**src/design/erws_pkg.sv**
```systemverilog
package erws_pkg;

   // Node table geometry.
   localparam int NODE_COUNT  = 8;
   localparam int NODE_W      = $clog2(NODE_COUNT);
   localparam int IDX_W       = $clog2(NODE_COUNT + 1);
   localparam int CLASS_COUNT = 3;
   localparam int CLS_W       = 2;

   // Request function codes.
   localparam logic [2:0] FUNC_PEER     = 3'd0;
   localparam logic [2:0] FUNC_STATUS   = 3'd1;
   localparam logic [2:0] FUNC_INFER    = 3'd2;
   localparam logic [2:0] FUNC_FEEDBACK = 3'd3;
   localparam logic [2:0] FUNC_REFRESH  = 3'd4;

   // Control register indexes (byte address is four times the index).
   localparam int         CSR_ADDR_W       = 5;
   localparam logic [2:0] REG_OWN_NODE     = 3'd0;
   localparam logic [2:0] REG_COLD_LIMIT   = 3'd1;
   localparam logic [2:0] REG_WARM_LIMIT   = 3'd2;
   localparam logic [2:0] REG_UNKNOWN_RTT  = 3'd3;
   localparam logic [2:0] REG_MS_PER_POINT = 3'd4;

   // Reset values of the control registers.
   localparam logic [7:0]  OWN_NODE_RESET     = 8'd255;
   localparam logic [7:0]  COLD_LIMIT_RESET   = 8'd20;
   localparam logic [7:0]  WARM_LIMIT_RESET   = 8'd35;
   localparam logic [31:0] UNKNOWN_RTT_RESET  = 32'd1000;
   localparam logic [31:0] MS_PER_POINT_RESET = 32'd10;

   localparam logic [7:0]  OWN_UNASSIGNED = 8'hFF;
   localparam logic [31:0] RTT_UNKNOWN    = 32'hFFFF_FFFF;
   localparam logic [7:0]  DEFAULT_ACC    = 8'd50;
   localparam logic [7:0]  ACC_SATURATED  = 8'hFF;
   localparam logic [6:0]  PCT_SCALE      = 7'd100;

   // Divider geometry: an 8-bit quotient with a saturation flag.
   localparam int QUO_W      = 8;
   localparam int DIV_DEN_W  = 33;
   localparam int DIV_NUM_W  = DIV_DEN_W + QUO_W;
   localparam int PROD_W     = 39;
   localparam int STEP_W     = $clog2(QUO_W + 1);

   typedef struct packed {
      logic [7:0]        own_node;
      logic signed [7:0] cold_limit;
      logic signed [7:0] warm_limit;
      logic [31:0]       unknown_rtt_ms;
      logic [31:0]       ms_per_point;
   } cfg_type;

   // Request payload, last declared field in the lowest bits.
   typedef struct packed {
      logic [3:0]        pad;
      logic [7:0]        label_class;
      logic [7:0]        predicted_class;
      logic signed [7:0] temperature;
      logic [31:0]       rtt_ms;
      logic              alive;
      logic [7:0]        acc_class2;
      logic [7:0]        acc_class1;
      logic [7:0]        acc_class0;
      logic [2:0]        node;
   } req_data_type;

   // Response payload, last declared field in the lowest bits.
   typedef struct packed {
      logic [4:0]  pad;
      logic [31:0] infer_count;
      logic [7:0]  own_acc2;
      logic [7:0]  own_acc1;
      logic [7:0]  own_acc0;
      logic        run_local;
      logic [7:0]  expert_node;
      logic [1:0]  route_class;
   } rsp_data_type;

   typedef struct packed {
      logic load;
      logic write_tbl;
      logic infer_init;
      logic scan_start;
      logic scan_take;
      logic scan_next;
      logic count_inc;
      logic fb_update;
      logic cls_clear;
      logic cls_default;
      logic mul_load;
      logic recalc_start;
      logic recalc_take;
      logic out_load;
   } cmd_type;

   typedef struct packed {
      logic [2:0] func;
      logic       fb_ok;
      logic       scan_end;
      logic       cand;
      logic       div_done;
      logic       div_busy;
      logic       total_zero;
      logic       cls_end;
      logic       out_free;
   } sts_type;

endpackage

```
**src/design/erws_div.sv**
```systemverilog
module erws_div import erws_pkg::*; (
   input  logic                 clock,
   input  logic                 reset,
   input  logic                 start,
   input  logic [DIV_NUM_W-1:0] num,
   input  logic [DIV_DEN_W-1:0] den,
   output logic                 done,
   output logic                 busy,
   output logic [QUO_W-1:0]     quo,
   output logic                 sat
);

   // Restoring division that only resolves quotients below 2**QUO_W.
   // The first step checks num >= den << QUO_W and flags saturation.
   logic                 busy_ff;
   logic                 done_ff;
   logic [STEP_W-1:0]    step_ff;
   logic [DIV_NUM_W-1:0] rem_ff;
   logic [DIV_NUM_W-1:0] dsh_ff;
   logic [QUO_W-1:0]     quo_ff;
   logic                 sat_ff;
   logic                 ge;
   logic                 top_step;

   assign ge       = rem_ff >= dsh_ff;
   assign top_step = step_ff == STEP_W'(QUO_W);

   always_ff @(posedge clock) begin
      if (reset) begin
         busy_ff <= 1'b0;
         done_ff <= 1'b0;
         step_ff <= '0;
      end else begin
         done_ff <= 1'b0;
         if (start) begin
            busy_ff <= 1'b1;
            step_ff <= STEP_W'(QUO_W);
         end else if (busy_ff) begin
            if (top_step && ge) begin
               busy_ff <= 1'b0;
               done_ff <= 1'b1;
            end else if (step_ff == '0) begin
               busy_ff <= 1'b0;
               done_ff <= 1'b1;
            end else begin
               step_ff <= step_ff - 1'b1;
            end
         end
      end
   end

   always_ff @(posedge clock) begin
      if (start) begin
         rem_ff <= num;
         dsh_ff <= {den, {QUO_W{1'b0}}};
         quo_ff <= '0;
         sat_ff <= 1'b0;
      end else if (busy_ff) begin
         if (top_step) begin
            if (ge) begin
               sat_ff <= 1'b1;
            end
         end else begin
            if (ge) begin
               rem_ff <= rem_ff - dsh_ff;
            end
            quo_ff <= {quo_ff[QUO_W-2:0], ge};
         end
         dsh_ff <= dsh_ff >> 1;
      end
   end

   assign done = done_ff;
   assign busy = busy_ff;
   assign quo  = quo_ff;
   assign sat  = sat_ff;

endmodule

```
**src/design/erws_dp.sv**
```systemverilog
module erws_dp import erws_pkg::*; (
   input  logic         clock,
   input  logic         reset,
   input  cfg_type      cfg,
   input  req_data_type req_data,
   input  logic [2:0]   req_func,
   input  cmd_type      cmd,
   output sts_type      sts,
   input  logic         rsp_ready,
   output logic         rsp_valid,
   output rsp_data_type rsp_data
);

   // Captured request.
   req_data_type req_ff;
   logic [2:0]   func_ff;

   // Node table.
   logic [23:0] peer_acc_ff [NODE_COUNT];
   logic        peer_valid_ff [NODE_COUNT];
   logic        node_up_ff [NODE_COUNT];
   logic [31:0] node_rtt_ff [NODE_COUNT];

   // Own statistics.
   logic [31:0] own_total_ff;
   logic [31:0] own_correct_ff [CLASS_COUNT];
   logic [7:0]  own_acc_ff [CLASS_COUNT];

   // Scan and recompute working registers.
   logic [IDX_W-1:0]  idx_ff;
   logic [CLS_W-1:0]  cls_ff;
   logic [1:0]        gate_ff;
   logic [7:0]        best_ff;
   logic [7:0]        expert_ff;
   logic [PROD_W-1:0] prod_ff;

   logic         rsp_valid_ff;
   rsp_data_type rsp_data_ff;

   logic [NODE_W-1:0]    ix;
   logic [NODE_W-1:0]    wr_ix;
   logic                 node_ok;
   logic [CLS_W-1:0]     pred_ix;
   logic [1:0]           gate_calc;
   logic [23:0]          cand_acc;
   logic [7:0]           cand_gate_acc;
   logic [31:0]          rtt_eff;
   logic [DIV_DEN_W-1:0] mpp_den;
   logic [DIV_NUM_W-1:0] div_num;
   logic [DIV_DEN_W-1:0] div_den;
   logic                 div_start;
   logic                 div_done;
   logic                 div_busy;
   logic [QUO_W-1:0]     div_quo;
   logic                 div_sat;
   logic [8:0]           diff;
   logic                 win;
   logic                 is_infer;
   logic                 run_local;

   assign ix      = idx_ff[NODE_W-1:0];
   assign wr_ix   = NODE_W'(req_ff.node);
   assign node_ok = {5'b0, req_ff.node} < 8'(NODE_COUNT);
   assign pred_ix = req_ff.predicted_class[CLS_W-1:0];

   always_comb begin
      if (req_ff.temperature < cfg.cold_limit) begin
         gate_calc = 2'd0;
      end else if (req_ff.temperature < cfg.warm_limit) begin
         gate_calc = 2'd1;
      end else begin
         gate_calc = 2'd2;
      end
   end

   assign cand_acc = peer_acc_ff[ix];

   always_comb begin
      case (gate_ff)
         2'd0:    cand_gate_acc = cand_acc[7:0];
         2'd1:    cand_gate_acc = cand_acc[15:8];
         default: cand_gate_acc = cand_acc[23:16];
      endcase
   end

   assign rtt_eff = (node_rtt_ff[ix] == RTT_UNKNOWN) ? cfg.unknown_rtt_ms : node_rtt_ff[ix];
   assign mpp_den = (cfg.ms_per_point == '0) ? DIV_DEN_W'(1) : DIV_DEN_W'(cfg.ms_per_point);

   // The divider serves both the rtt penalty and the accuracy ratio.
   assign div_start = cmd.scan_start | cmd.recalc_start;
   assign div_num   = cmd.recalc_start ? DIV_NUM_W'(prod_ff) : DIV_NUM_W'(rtt_eff);
   assign div_den   = cmd.recalc_start ? (DIV_DEN_W'(own_total_ff) + DIV_DEN_W'(1)) : mpp_den;

   erws_div u_div (
      .clock (clock),
      .reset (reset),
      .start (div_start),
      .num   (div_num),
      .den   (div_den),
      .done  (div_done),
      .busy  (div_busy),
      .quo   (div_quo),
      .sat   (div_sat)
   );

   // Utility beats the best so far only when accuracy exceeds the penalty by more than best.
   assign diff = {1'b0, cand_gate_acc} - {1'b0, div_quo};
   assign win  = !div_sat && !diff[8] && (diff[7:0] > best_ff);

   always_ff @(posedge clock) begin
      if (reset) begin
         for (int n = 0; n < NODE_COUNT; n++) begin
            peer_valid_ff[n] <= 1'b0;
            node_up_ff[n]    <= 1'b0;
            node_rtt_ff[n]   <= RTT_UNKNOWN;
         end
         own_total_ff <= '0;
         for (int c = 0; c < CLASS_COUNT; c++) begin
            own_correct_ff[c] <= '0;
            own_acc_ff[c]     <= DEFAULT_ACC;
         end
         idx_ff       <= '0;
         cls_ff       <= '0;
         rsp_valid_ff <= 1'b0;
      end else begin
         if (cmd.write_tbl && node_ok) begin
            if (func_ff == FUNC_PEER) begin
               peer_valid_ff[wr_ix] <= 1'b1;
            end else begin
               node_up_ff[wr_ix]  <= req_ff.alive;
               node_rtt_ff[wr_ix] <= req_ff.rtt_ms;
            end
         end
         if (cmd.infer_init) begin
            idx_ff <= '0;
         end else if (cmd.scan_next) begin
            idx_ff <= idx_ff + 1'b1;
         end
         if (cmd.count_inc) begin
            own_total_ff <= own_total_ff + 1'b1;
         end
         if (cmd.fb_update && (req_ff.predicted_class == req_ff.label_class)) begin
            own_correct_ff[pred_ix] <= own_correct_ff[pred_ix] + 1'b1;
         end
         if (cmd.cls_clear) begin
            cls_ff <= '0;
         end else if (cmd.cls_default || cmd.recalc_take) begin
            cls_ff <= cls_ff + 1'b1;
         end
         if (cmd.cls_default) begin
            own_acc_ff[cls_ff] <= DEFAULT_ACC;
         end else if (cmd.recalc_take) begin
            own_acc_ff[cls_ff] <= div_sat ? ACC_SATURATED : div_quo;
         end
         if (cmd.out_load) begin
            rsp_valid_ff <= 1'b1;
         end else if (rsp_ready) begin
            rsp_valid_ff <= 1'b0;
         end
      end
   end

   assign is_infer  = func_ff == FUNC_INFER;
   assign run_local = (expert_ff == cfg.own_node) || (cfg.own_node == OWN_UNASSIGNED);

   always_ff @(posedge clock) begin
      if (cmd.load) begin
         req_ff  <= req_data;
         func_ff <= req_func;
      end
      if (cmd.write_tbl && node_ok && (func_ff == FUNC_PEER)) begin
         peer_acc_ff[wr_ix] <= {req_ff.acc_class2, req_ff.acc_class1, req_ff.acc_class0};
      end
      if (cmd.infer_init) begin
         gate_ff   <= gate_calc;
         best_ff   <= own_acc_ff[gate_calc];
         expert_ff <= cfg.own_node;
      end else if (cmd.scan_take && win) begin
         best_ff   <= diff[7:0];
         expert_ff <= 8'(idx_ff);
      end
      if (cmd.mul_load) begin
         prod_ff <= PROD_W'(own_correct_ff[cls_ff]) * PROD_W'(PCT_SCALE);
      end
      if (cmd.out_load) begin
         rsp_data_ff.pad         <= '0;
         rsp_data_ff.route_class <= is_infer ? gate_ff : 2'd0;
         rsp_data_ff.expert_node <= is_infer ? expert_ff : 8'd0;
         rsp_data_ff.run_local   <= is_infer ? run_local : 1'b0;
         rsp_data_ff.own_acc0    <= own_acc_ff[0];
         rsp_data_ff.own_acc1    <= own_acc_ff[1];
         rsp_data_ff.own_acc2    <= own_acc_ff[2];
         rsp_data_ff.infer_count <= own_total_ff;
      end
   end

   always_comb begin
      sts.func       = func_ff;
      sts.fb_ok      = req_ff.predicted_class < 8'(CLASS_COUNT);
      sts.scan_end   = idx_ff == IDX_W'(NODE_COUNT);
      sts.cand       = peer_valid_ff[ix] && node_up_ff[ix] && (8'(idx_ff) != cfg.own_node);
      sts.div_done   = div_done;
      sts.div_busy   = div_busy;
      sts.total_zero = own_total_ff == '0;
      sts.cls_end    = cls_ff == CLS_W'(CLASS_COUNT);
      sts.out_free   = !rsp_valid_ff || rsp_ready;
   end

   assign rsp_valid = rsp_valid_ff;
   assign rsp_data  = rsp_data_ff;

endmodule

```
**src/design/erws_ctrl.sv**
```systemverilog
module erws_ctrl import erws_pkg::*; (
   input  logic    clock,
   input  logic    reset,
   input  logic    req_valid,
   output logic    req_ready,
   input  sts_type sts,
   output cmd_type cmd
);

   typedef enum logic [2:0] {
      ST_IDLE,
      ST_DECODE,
      ST_SCAN,
      ST_SDIV,
      ST_RECALC,
      ST_RMUL,
      ST_RDIV,
      ST_OUT
   } state_type;

   state_type state_ff;
   state_type state_in;

   always_comb begin
      cmd       = '0;
      req_ready = 1'b0;
      state_in  = state_ff;
      case (state_ff)
         ST_IDLE: begin
            req_ready = 1'b1;
            if (req_valid) begin
               cmd.load = 1'b1;
               state_in = ST_DECODE;
            end
         end
         ST_DECODE: begin
            case (sts.func)
               FUNC_PEER, FUNC_STATUS: begin
                  cmd.write_tbl = 1'b1;
                  state_in      = ST_IDLE;
               end
               FUNC_INFER: begin
                  cmd.infer_init = 1'b1;
                  state_in       = ST_SCAN;
               end
               FUNC_FEEDBACK: begin
                  if (sts.fb_ok) begin
                     cmd.fb_update = 1'b1;
                     cmd.cls_clear = 1'b1;
                     state_in      = ST_RECALC;
                  end else begin
                     state_in = ST_OUT;
                  end
               end
               FUNC_REFRESH: begin
                  cmd.cls_clear = 1'b1;
                  state_in      = ST_RECALC;
               end
               default: begin
                  state_in = ST_IDLE;
               end
            endcase
         end
         ST_SCAN: begin
            if (sts.scan_end) begin
               cmd.count_inc = 1'b1;
               state_in      = ST_OUT;
            end else if (sts.cand) begin
               cmd.scan_start = 1'b1;
               state_in       = ST_SDIV;
            end else begin
               cmd.scan_next = 1'b1;
            end
         end
         ST_SDIV: begin
            if (sts.div_done) begin
               cmd.scan_take = 1'b1;
               cmd.scan_next = 1'b1;
               state_in      = ST_SCAN;
            end
         end
         ST_RECALC: begin
            if (sts.cls_end) begin
               state_in = ST_OUT;
            end else if (sts.total_zero) begin
               cmd.cls_default = 1'b1;
            end else begin
               cmd.mul_load = 1'b1;
               state_in     = ST_RMUL;
            end
         end
         ST_RMUL: begin
            cmd.recalc_start = 1'b1;
            state_in         = ST_RDIV;
         end
         ST_RDIV: begin
            if (sts.div_done) begin
               cmd.recalc_take = 1'b1;
               state_in        = ST_RECALC;
            end
         end
         ST_OUT: begin
            if (sts.out_free) begin
               cmd.out_load = 1'b1;
               state_in     = ST_IDLE;
            end
         end
         default: begin
            state_in = ST_IDLE;
         end
      endcase
   end

   always_ff @(posedge clock) begin
      if (reset) begin
         state_ff <= ST_IDLE;
      end else begin
         state_ff <= state_in;
      end
   end

endmodule

```
**src/design/expert_router_with_scores_top.sv**
```systemverilog
// Expert router: picks the node that should run an inference request. Each request
// transfer carries a function code in req_tuser: peer score (store a node's three
// class accuracies), node status (alive flag and round-trip time), infer (sort the
// temperature into class 0, 1 or 2 and choose the node with the highest utility,
// accuracy minus rtt divided by ms_per_point, where this node itself pays no
// penalty and ties keep the earlier candidate), feedback (count a correct
// prediction and recompute own accuracies) and refresh (recompute only). Infer,
// feedback and refresh each produce one response transfer; table writes and
// unknown codes produce none. One request is worked on at a time. Infer steps
// through every table node, skips those that are not candidates and runs the
// divider once per candidate. Feedback and refresh run the divider once per
// class, or set each class to the default accuracy while no inference has been
// counted; feedback for a class out of range skips the recompute. The shared
// divider resolves only quotients below 256 and flags anything larger at its
// first step. A finished response sits in an output register, so the next
// request is taken while the response waits for rsp_tready; a request that
// finishes while that register is still full waits for it to drain. Control
// registers are written through the csr_ port and should change only while the
// block is idle.
module expert_router_with_scores_top import erws_pkg::*; (
   input  logic                  clock,
   input  logic                  reset,

   input  logic                  req_tvalid,
   output logic                  req_tready,
   // node, acc_class0, acc_class1, acc_class2, alive, rtt_ms, temperature,
   // predicted_class, label_class, from bit 0 up; top four bits zero
   input  logic [87:0]           req_tdata,
   // func
   input  logic [2:0]            req_tuser,

   output logic                  rsp_tvalid,
   input  logic                  rsp_tready,
   // route_class, expert_node, run_local, own_acc0, own_acc1, own_acc2,
   // infer_count, from bit 0 up; top five bits zero
   output logic [71:0]           rsp_tdata,

   input  logic                  csr_psel,
   input  logic                  csr_penable,
   input  logic                  csr_pwrite,
   input  logic [CSR_ADDR_W-1:0] csr_paddr,
   input  logic [31:0]           csr_pwdata,
   output logic [31:0]           csr_prdata,
   output logic                  csr_pready
);

   cfg_type      cfg_ff;
   cmd_type      cmd;
   sts_type      sts;
   rsp_data_type rsp_data;
   rsp_data_type rsp_view;
   logic         csr_write;
   logic [2:0]   csr_index;

   // Control registers. A write lands in the access phase; pready never stalls.
   assign csr_pready = 1'b1;
   assign csr_write  = csr_psel && csr_penable && csr_pwrite;
   assign csr_index  = csr_paddr[4:2];

   always_ff @(posedge clock) begin
      if (reset) begin
         cfg_ff.own_node       <= OWN_NODE_RESET;
         cfg_ff.cold_limit     <= COLD_LIMIT_RESET;
         cfg_ff.warm_limit     <= WARM_LIMIT_RESET;
         cfg_ff.unknown_rtt_ms <= UNKNOWN_RTT_RESET;
         cfg_ff.ms_per_point   <= MS_PER_POINT_RESET;
      end else if (csr_write) begin
         case (csr_index)
            REG_OWN_NODE:     cfg_ff.own_node       <= csr_pwdata[7:0];
            REG_COLD_LIMIT:   cfg_ff.cold_limit     <= csr_pwdata[7:0];
            REG_WARM_LIMIT:   cfg_ff.warm_limit     <= csr_pwdata[7:0];
            REG_UNKNOWN_RTT:  cfg_ff.unknown_rtt_ms <= csr_pwdata;
            REG_MS_PER_POINT: cfg_ff.ms_per_point   <= csr_pwdata;
            default: begin
            end
         endcase
      end
   end

   // Reads return the stored value; the signed limits come back as raw bytes.
   always_comb begin
      case (csr_index)
         REG_OWN_NODE:     csr_prdata = 32'(cfg_ff.own_node);
         REG_COLD_LIMIT:   csr_prdata = {24'b0, cfg_ff.cold_limit};
         REG_WARM_LIMIT:   csr_prdata = {24'b0, cfg_ff.warm_limit};
         REG_UNKNOWN_RTT:  csr_prdata = cfg_ff.unknown_rtt_ms;
         REG_MS_PER_POINT: csr_prdata = cfg_ff.ms_per_point;
         default:          csr_prdata = '0;
      endcase
   end

   // The controller sequences table writes, the node scan and the accuracy
   // recompute; the datapath holds every table, counter and the divider.
   erws_ctrl u_ctrl (
      .clock     (clock),
      .reset     (reset),
      .req_valid (req_tvalid),
      .req_ready (req_tready),
      .sts       (sts),
      .cmd       (cmd)
   );

   erws_dp u_dp (
      .clock     (clock),
      .reset     (reset),
      .cfg       (cfg_ff),
      .req_data  (req_tdata),
      .req_func  (req_tuser),
      .cmd       (cmd),
      .sts       (sts),
      .rsp_ready (rsp_tready),
      .rsp_valid (rsp_tvalid),
      .rsp_data  (rsp_data)
   );

   assign rsp_tdata = rsp_data;
   assign rsp_view  = rsp_tdata;

   // The gate only ever produces classes 0 to 2.
   a_gate_class_range: assert property (@(posedge clock) disable iff (reset)
      rsp_tvalid |-> rsp_view.route_class != 2'd3)
      else $error("gate class out of range");

   // A remote expert must be a real node of the table.
   a_remote_expert_node: assert property (@(posedge clock) disable iff (reset)
      rsp_tvalid && !rsp_view.run_local |-> rsp_view.expert_node < 8'(NODE_COUNT))
      else $error("remote expert is not a table node");

   // The controller only takes a request when the divider is quiet.
   a_ready_div_idle: assert property (@(posedge clock) disable iff (reset)
      req_tready |-> !sts.div_busy)
      else $error("request taken while the divider is busy");

   // Requests are worked on one at a time.
   a_one_at_a_time: assert property (@(posedge clock) disable iff (reset)
      req_tvalid && req_tready |=> !req_tready)
      else $error("second request taken back to back");

endmodule
```
**config.mk**
```make
export PLATFORM = sky130hd
export DESIGN_NAME = expert_router_with_scores_top
export DESIGN_NICKNAME = d
export VERILOG_FILES = /design/src/design/erws_pkg.sv /design/src/design/erws_div.sv /design/src/design/erws_dp.sv /design/src/design/erws_ctrl.sv /design/src/design/expert_router_with_scores_top.sv
export SDC_FILE = /design/constraint.sdc
export NUM_CORES = 2
export LEC_CHECK = 0
export BUFFER_PORTS_ARGS = -buffer_cell sky130_fd_sc_hd__buf_4
export CAP_MARGIN = 20
export CELL_PAD_IN_SITES_DETAIL_PLACEMENT = 1
export CELL_PAD_IN_SITES_GLOBAL_PLACEMENT = 2
export CORE_UTILIZATION = 44
export CTS_CLUSTER_SIZE = 30
export DETAILED_ROUTE_END_ITERATION = 10
export GPL_TIMING_DRIVEN = 0
export PLACE_DENSITY_LB_ADDON = 0.1
export SLEW_MARGIN = 20
export SYNTH_ARGS = -nofsm -noshare
export SYNTH_HDL_FRONTEND = slang
export SYNTH_HIERARCHICAL = 1
export SYNTH_SLANG_ARGS = --single-unit
```
**constraint.sdc**
```tcl
create_clock -name clock -period 8.15 [get_ports clock]
set_input_delay 0.815 -clock clock [delete_from_list [all_inputs] [get_ports clock]]
set_output_delay 0.815 -clock clock [all_outputs]
set_load 0.005 [all_outputs]
```
# After elaboration in Yosys (flattened, before gate mapping)
# Memory sizes are Yosys's and may differ from the RTL's. A register that Yosys moved wholly into a read port is not among the register bits.
# Index checks and enable logic that the tools add are counted.
# totals
regBits	412
ramBits	584
in_bits	135
n_memories	6
# memory_table
name	words	width	read_ports	rd_clocked_by_memory_dff	wr	line	rtl
u_dp.node_rtt_ff	8	32	1	1	8	erws_dp.sv:22	logic [31:0] node_rtt_ff [NODE_COUNT];
u_dp.peer_acc_ff	8	24	1	1	1	erws_dp.sv:19	logic [23:0] peer_acc_ff [NODE_COUNT];
u_dp.own_correct_ff	3	32	2	2	3	erws_dp.sv:26	logic [31:0] own_correct_ff [CLASS_COUNT];
u_dp.own_acc_ff	3	8	4	3	3	erws_dp.sv:27	logic [7:0] own_acc_ff [CLASS_COUNT];
u_dp.node_up_ff	8	1	1	1	8	erws_dp.sv:21	logic node_up_ff [NODE_COUNT];
u_dp.peer_valid_ff	8	1	1	1	8	erws_dp.sv:20	logic peer_valid_ff [NODE_COUNT];
# op_classes
addsub	8
n_mul	1
n_lt_le_gt_ge	5
n_eq_ne	33
mux	120
bitwise_logic	6
n_reduce_logical	48
# ops
operator	count
two-way mux 41 bit	6
case mux 32 bit (5 select lines)	1
two-way mux 32 bit	4
adder 32 x 1 -> 32 bit (second input constant)	2
zero test 32 bit	2
OR reduction 32 bit	2
two-way mux 1 bit	58
two-way mux 3 bit	19
two-way mux 8 bit	7
>= comparator 41 bit	1
subtractor 41 bit	1
two-way mux 39 bit	1
multiplier 32 x 5 -> 37 bit (second input constant)	1
adder 32 x 1 -> 33 bit (second input constant)	1
two-way mux 33 bit	1
equality test 32 bit (second input constant)	1
two-way mux 2 bit	14
case mux 3 bit (8 select lines)	1
equality test 3 x 2 -> 1 bit (second input constant)	6
equality test 3 bit (second input constant)	6
equality test 8 bit	2
less-than comparator 8 bit	2
two-way mux 4 bit	4
case mux 8 bit (2 select lines)	1
other kinds (33)	77

# Longest topological paths before layout
# logic_depth
ltp_word	10
depth_mapped	24

# Hierarchy
# The synthesis kept the hierarchy.
# by_module_without_submodules
module	n_inst	cells_each	area_each_um2
erws_dp	1	2945	41651.2
erws_div	1	767	6711.4
expert_router_with_scores_top	1	444	4151.5
erws_ctrl	1	58	411.6

# Worst setup path before layout
# Ideal clock, no wire load.
# synth_timing
kind	register -> register
startpoint	register (tool-made name)
endpoint	register u_dp.best_ff[0], enable pin
setup_ps	411
arrival_ps	5509
t_required_ps	7739
setup_slack_ps	2230
stages_incl_launch_ff	22
n_path_buf	4
synth_period_minus_slack_ps	5920
path_cell_list	dfxtp_1 > buf_6 > buf_4 > buf_4 > buf_2 > mux4_2 > mux4_2 > nor2_1 > a21oi_1 > ha_1 > o21ai_0 > nand2b_1 > a21o_1 > a21o_1 > a21o_1 > a21oi_1 > xnor2_1 > ha_1 > nand3_1 > o21ai_0 > o2111ai_1 > o21ai_0
# synth_lines
element	line	rtl
to (signal assigned)	erws_dp.sv:176	best_ff <= own_acc_ff[gate_calc];
to (signal assigned)	erws_dp.sv:179	best_ff <= diff[7:0];
to (decl)	erws_dp.sv:33	logic [7:0] best_ff;

==> load_flow_metrics.sql <==
INSERT INTO impl_metrics (metric_group, metric, value, unit) VALUES
('drt', 'wl_per_cell', '26.02', 'um'),
('clock_tree', 'cts_made_buffers', '116', ''),
('grt', 'grt_start_max_net_pins', '54', ''),
('clock_tree', 'clkSinkCount', '1059', ''),
('critical_path', 'critical_path.reg2reg.endpoint', 'u_dp/u_div/dsh_ff[17]', ''),
('die', 'die_height', '348.8', 'um'),
('final_layout', 'n_antenna_cell', '0', ''),
('die', 'placementRows', '126', ''),
('die', 'start_util', '0.4458', ''),
('drt', 'drc_errors', '0', ''),
('placed_design', 'final_gp_congestion', '0.8798', ''),
('critical_path', 'reg2regPathDepth', '14', ''),
('critical_path', 'worstPathRequired', '8.49', 'ns'),
('placed_design', 'post-place-cells', '6077', ''),
('critical_path', 'startpoint_type', 'flip-flop', ''),
('clock_tree', 'cts-resized-gates', '0', ''),
('clock_tree', 'postCtsSetupBuffers', '0', ''),
('sta', 'finalSetupTns', '0', 'ns'),
('drt', 'detailedRoute.firstIterationViolations', '2783', ''),
('clock_tree', 'cts_htree_levels', '3', ''),
('drt', 'iteration_count_of_the_initial_detailed_routing_pass', '5', ''),
('critical_path', 'worstSetupEndpointType', 'flip-flop', ''),
('critical_path', 'timing_worst_setup_path_type', 'reg2reg', ''),
('hold_path', 'hold-path-endpoint', 'u_dp/req_ff[35]', ''),
('placed_design', 'port-buffer-count', '227', ''),
('critical_path', 'standard_cell_with_the_maximum_stage_delay_on_the_critical_path', 'sky130_fd_sc_hd__or2_2', ''),
('drt', 'via_count', '35370', ''),
('grt', 'gr_usage_total', '0.2692', ''),
('clock_tree', 'hold_buffers', '0', ''),
('sta', 'timing_worst_slew_pin_value', '1.053', 'ns'),
('grt', 'grt_pass1_vias', '36460', ''),
('final_layout', 'drive_gt1_frac', '0.1901', ''),
('logic_synthesis', 'yosysWarningCount', '6', ''),
('pwr', 'cellLeakagePower', '21.18', 'nW'),
('pwr', 'max-vdd-ir-drop', '0.0001843', 'V'),
('sta', 'timing.final.hold_violations', '0', ''),
('placed_design', 'hpwl', '121000', 'um'),
('final_layout', 'num-nets-final', '4942', ''),
('grt', 'global_route_wire_length_before_repair', '242200', 'um'),
('die', 'floorplan.die.width', '348.8', 'um'),
('logic_synthesis', 'mappedNetlistArea', '52920', 'um2'),
('sta', 'timing.final.crit_share', '0.8911', ''),
('final_layout', 'layout.cells.most_common', 'sky130_fd_sc_hd__edfxtp_1', ''),
('sta', 'final_max_slew_viol_count', '0', ''),
('die', 'fp.dieArea', '121700', 'um2'),
('critical_path', 'path_common_cell', 'sky130_fd_sc_hd__clkbuf_1', ''),
('clock_tree', 'worst_setup_hold_path_clk_slew', '0.07', 'ns'),
('final_layout', 'final_cell_mix', 'sky130_fd_sc_hd__edfxtp_1, sky130_fd_sc_hd__nor2_1, sky130_fd_sc_hd__inv_1, sky130_fd_sc_hd__nand2_1, sky130_fd_sc_hd__buf_4', ''),
('pwr', 'power.density', '239.0', 'nW/um2'),
('sta', 'min_period', '7.263', 'ns'),
('outcome', 'outcome', 'completed', ''),
('grt', 'grt_overflow', '0', ''),
('critical_path', 'regToRegSetupSlack', '0.89', 'ns'),
('sta', 'setup_violations', '0', ''),
('clock_tree', 'clk_root_buffer_cell', 'sky130_fd_sc_hd__clkbuf_16', ''),
('sta', 'timing.max_slew.rel_slack', '0.2782', ''),
('die', 'core', '118700', 'um2'),
('hold_path', 'worstHoldPathCells', '1', ''),
('hold_path', 'worst_hold_startpoint', 'req_tdata[35]', ''),
('logic_synthesis', 'netlist_instances', '4213', ''),
('sta', 'final.setup_skew', '0.03392', 'ns'),
('clock_tree', 'tritoncts', 'yes', ''),
('grt', 'grt_antenna_before_repair', '3', ''),
('job', 'maxCapViolCount', '0', ''),
('logic_synthesis', 'syn_area_per_cell', '12.56', 'um2'),
('critical_path', 'cpPeakStageDelay', '0.78', 'ns'),
('sta', 'grt_setup_unrepaired', 'no', ''),
('drt', 'ant_nets', '0', ''),
('sta', 'clock.fmax', '137.7', 'MHz'),
('drt', 'final_wl', '163800', 'um'),
('critical_path', 'crit_arrival', '7.60', 'ns'),
('final_layout', 'final_cells', '6297', ''),
('clock_tree', 'clock_latency', '0.74', 'ns'),
('critical_path', 'timing.critical_path.fanout_max', '33', ''),
('die', 'ioPinCount', '242', ''),
('clock_tree', 'cts.path.max_buffers', '3', ''),
('drt', 'avg_vias_per_cell', '5.617', ''),
('final_layout', 'synthToLayoutAreaGrowth', '15.43', '%'),
('hold_path', 'worstHoldPathType', 'in2reg', ''),
('critical_path', 'worstPathCellList', 'buf_4 -> buf_4 -> buf_2 -> buf_1 -> clkbuf_1 -> clkbuf_1 -> a21oi_1 -> a31oi_1 -> nor4b_1 -> or2_2 -> clkbuf_1 -> buf_1 -> clkbuf_1 -> or2_2', '');
## worst max-delay path by stage
stage,start,to,slack (ns),cells past startpoint
after CTS,flip-flop,u_dp/u_div/dsh_ff[17],0.86,14
final,flip-flop,u_dp/u_div/dsh_ff[17],0.89,14
after global routing,flip-flop,u_dp/u_div/dsh_ff[11],0.63,14
after global placement,flip-flop,u_dp/expert_ff[2],0.40,21
after floorplan,flip-flop,u_dp/best_ff[0],2.23,21
after detailed placement,flip-flop,u_dp/u_div/dsh_ff[36],0.93,14
## flip-flops by register name (all words and copies together), names as in the netlist, 4 cells and up, named ones only
name / count
u_dp/peer_acc_ff: 192
u_dp/req_ff: 79
u_dp/node_up_ff: 8
u_dp/node_rtt_ff: 256
u_dp/expert_ff: 8
u_dp/own_total_ff: 32
u_dp/u_div/rem_ff: 41
u_dp/own_acc_ff: 24
u_dp/rsp_data: 67
cfg_ff: 88
u_dp/u_div/dsh_ff: 41
u_dp/best_ff: 8
u_dp/u_div/step_ff: 4
u_dp/prod_ff: 37
u_dp/peer_valid_ff: 8
u_dp/u_div/quo: 8
u_dp/idx_ff: 4
u_dp/own_correct_ff: 128
## power breakdown
group	leakage (nW)	switching, mW	internal (mW)
combinational	10.4	1.79	1.19
sequential	9.00	0.225	6.22
clock	1.81	2.24	2.92
total	21.2	4.26	10.3
## stage by stage
stage / hold WS, ns / cell area (um2) / util / total power [mW] / setup slack (ns)
after detailed placement: 0.4172 / 57370 / 0.4833 / 9.545 / 0.9342
after global placement: 0.4117 / 56650 / 0.4772 / 9.482 / 0.3990
after global routing: 0.2083 / 61080 / 0.5146 / 15.19 / 0.6297
after CTS: 0.1936 / 61070 / 0.5145 / 14.72 / 0.8581
after floorplan: 0.4029 / 52940 / - / 8.546 / 2.230
final: 0.2492 / 61080 / 0.5146 / 14.60 / 0.8871
## worst max-delay path: cells and delay by family (launching register included)
kind	cells	cell delay [ns]
AND/OR/NAND/NOR	3	1.67
buffers and inverters	9	4.35
AO/OA/AOI/OAI	2	0.48
flip-flops	1	0.32
## metal layers
layer	vias to the layer above	part of all wire	wire length (um)	GRT usage
li1	16140	-	-	-
met3	251	0.058	9533	0.03832
met5	-	0	0	0
met4	0	0.034	5605	0.08924
met2	1069	0.46	75410	0.4252
met1	17910	0.45	73280	0.3816
## cell type report
| cell class | count | area, um2 |
|---|---|---|
| multi-input cells | 2644 | 20790 |
| plain buffers | 249 | 1197 |
| fillers | 12170 | 57630 |
| inverters | 267 | 1002 |
| repair buffers | 259 | 2271 |
| clock inverters | 66 | 564.3 |
| clock buffers | 153 | 3133 |
| well taps | 1600 | 2002 |
| flip-flops and latches | 1059 | 30120 |
Note: power is estimated with default switching activity, not from simulation.
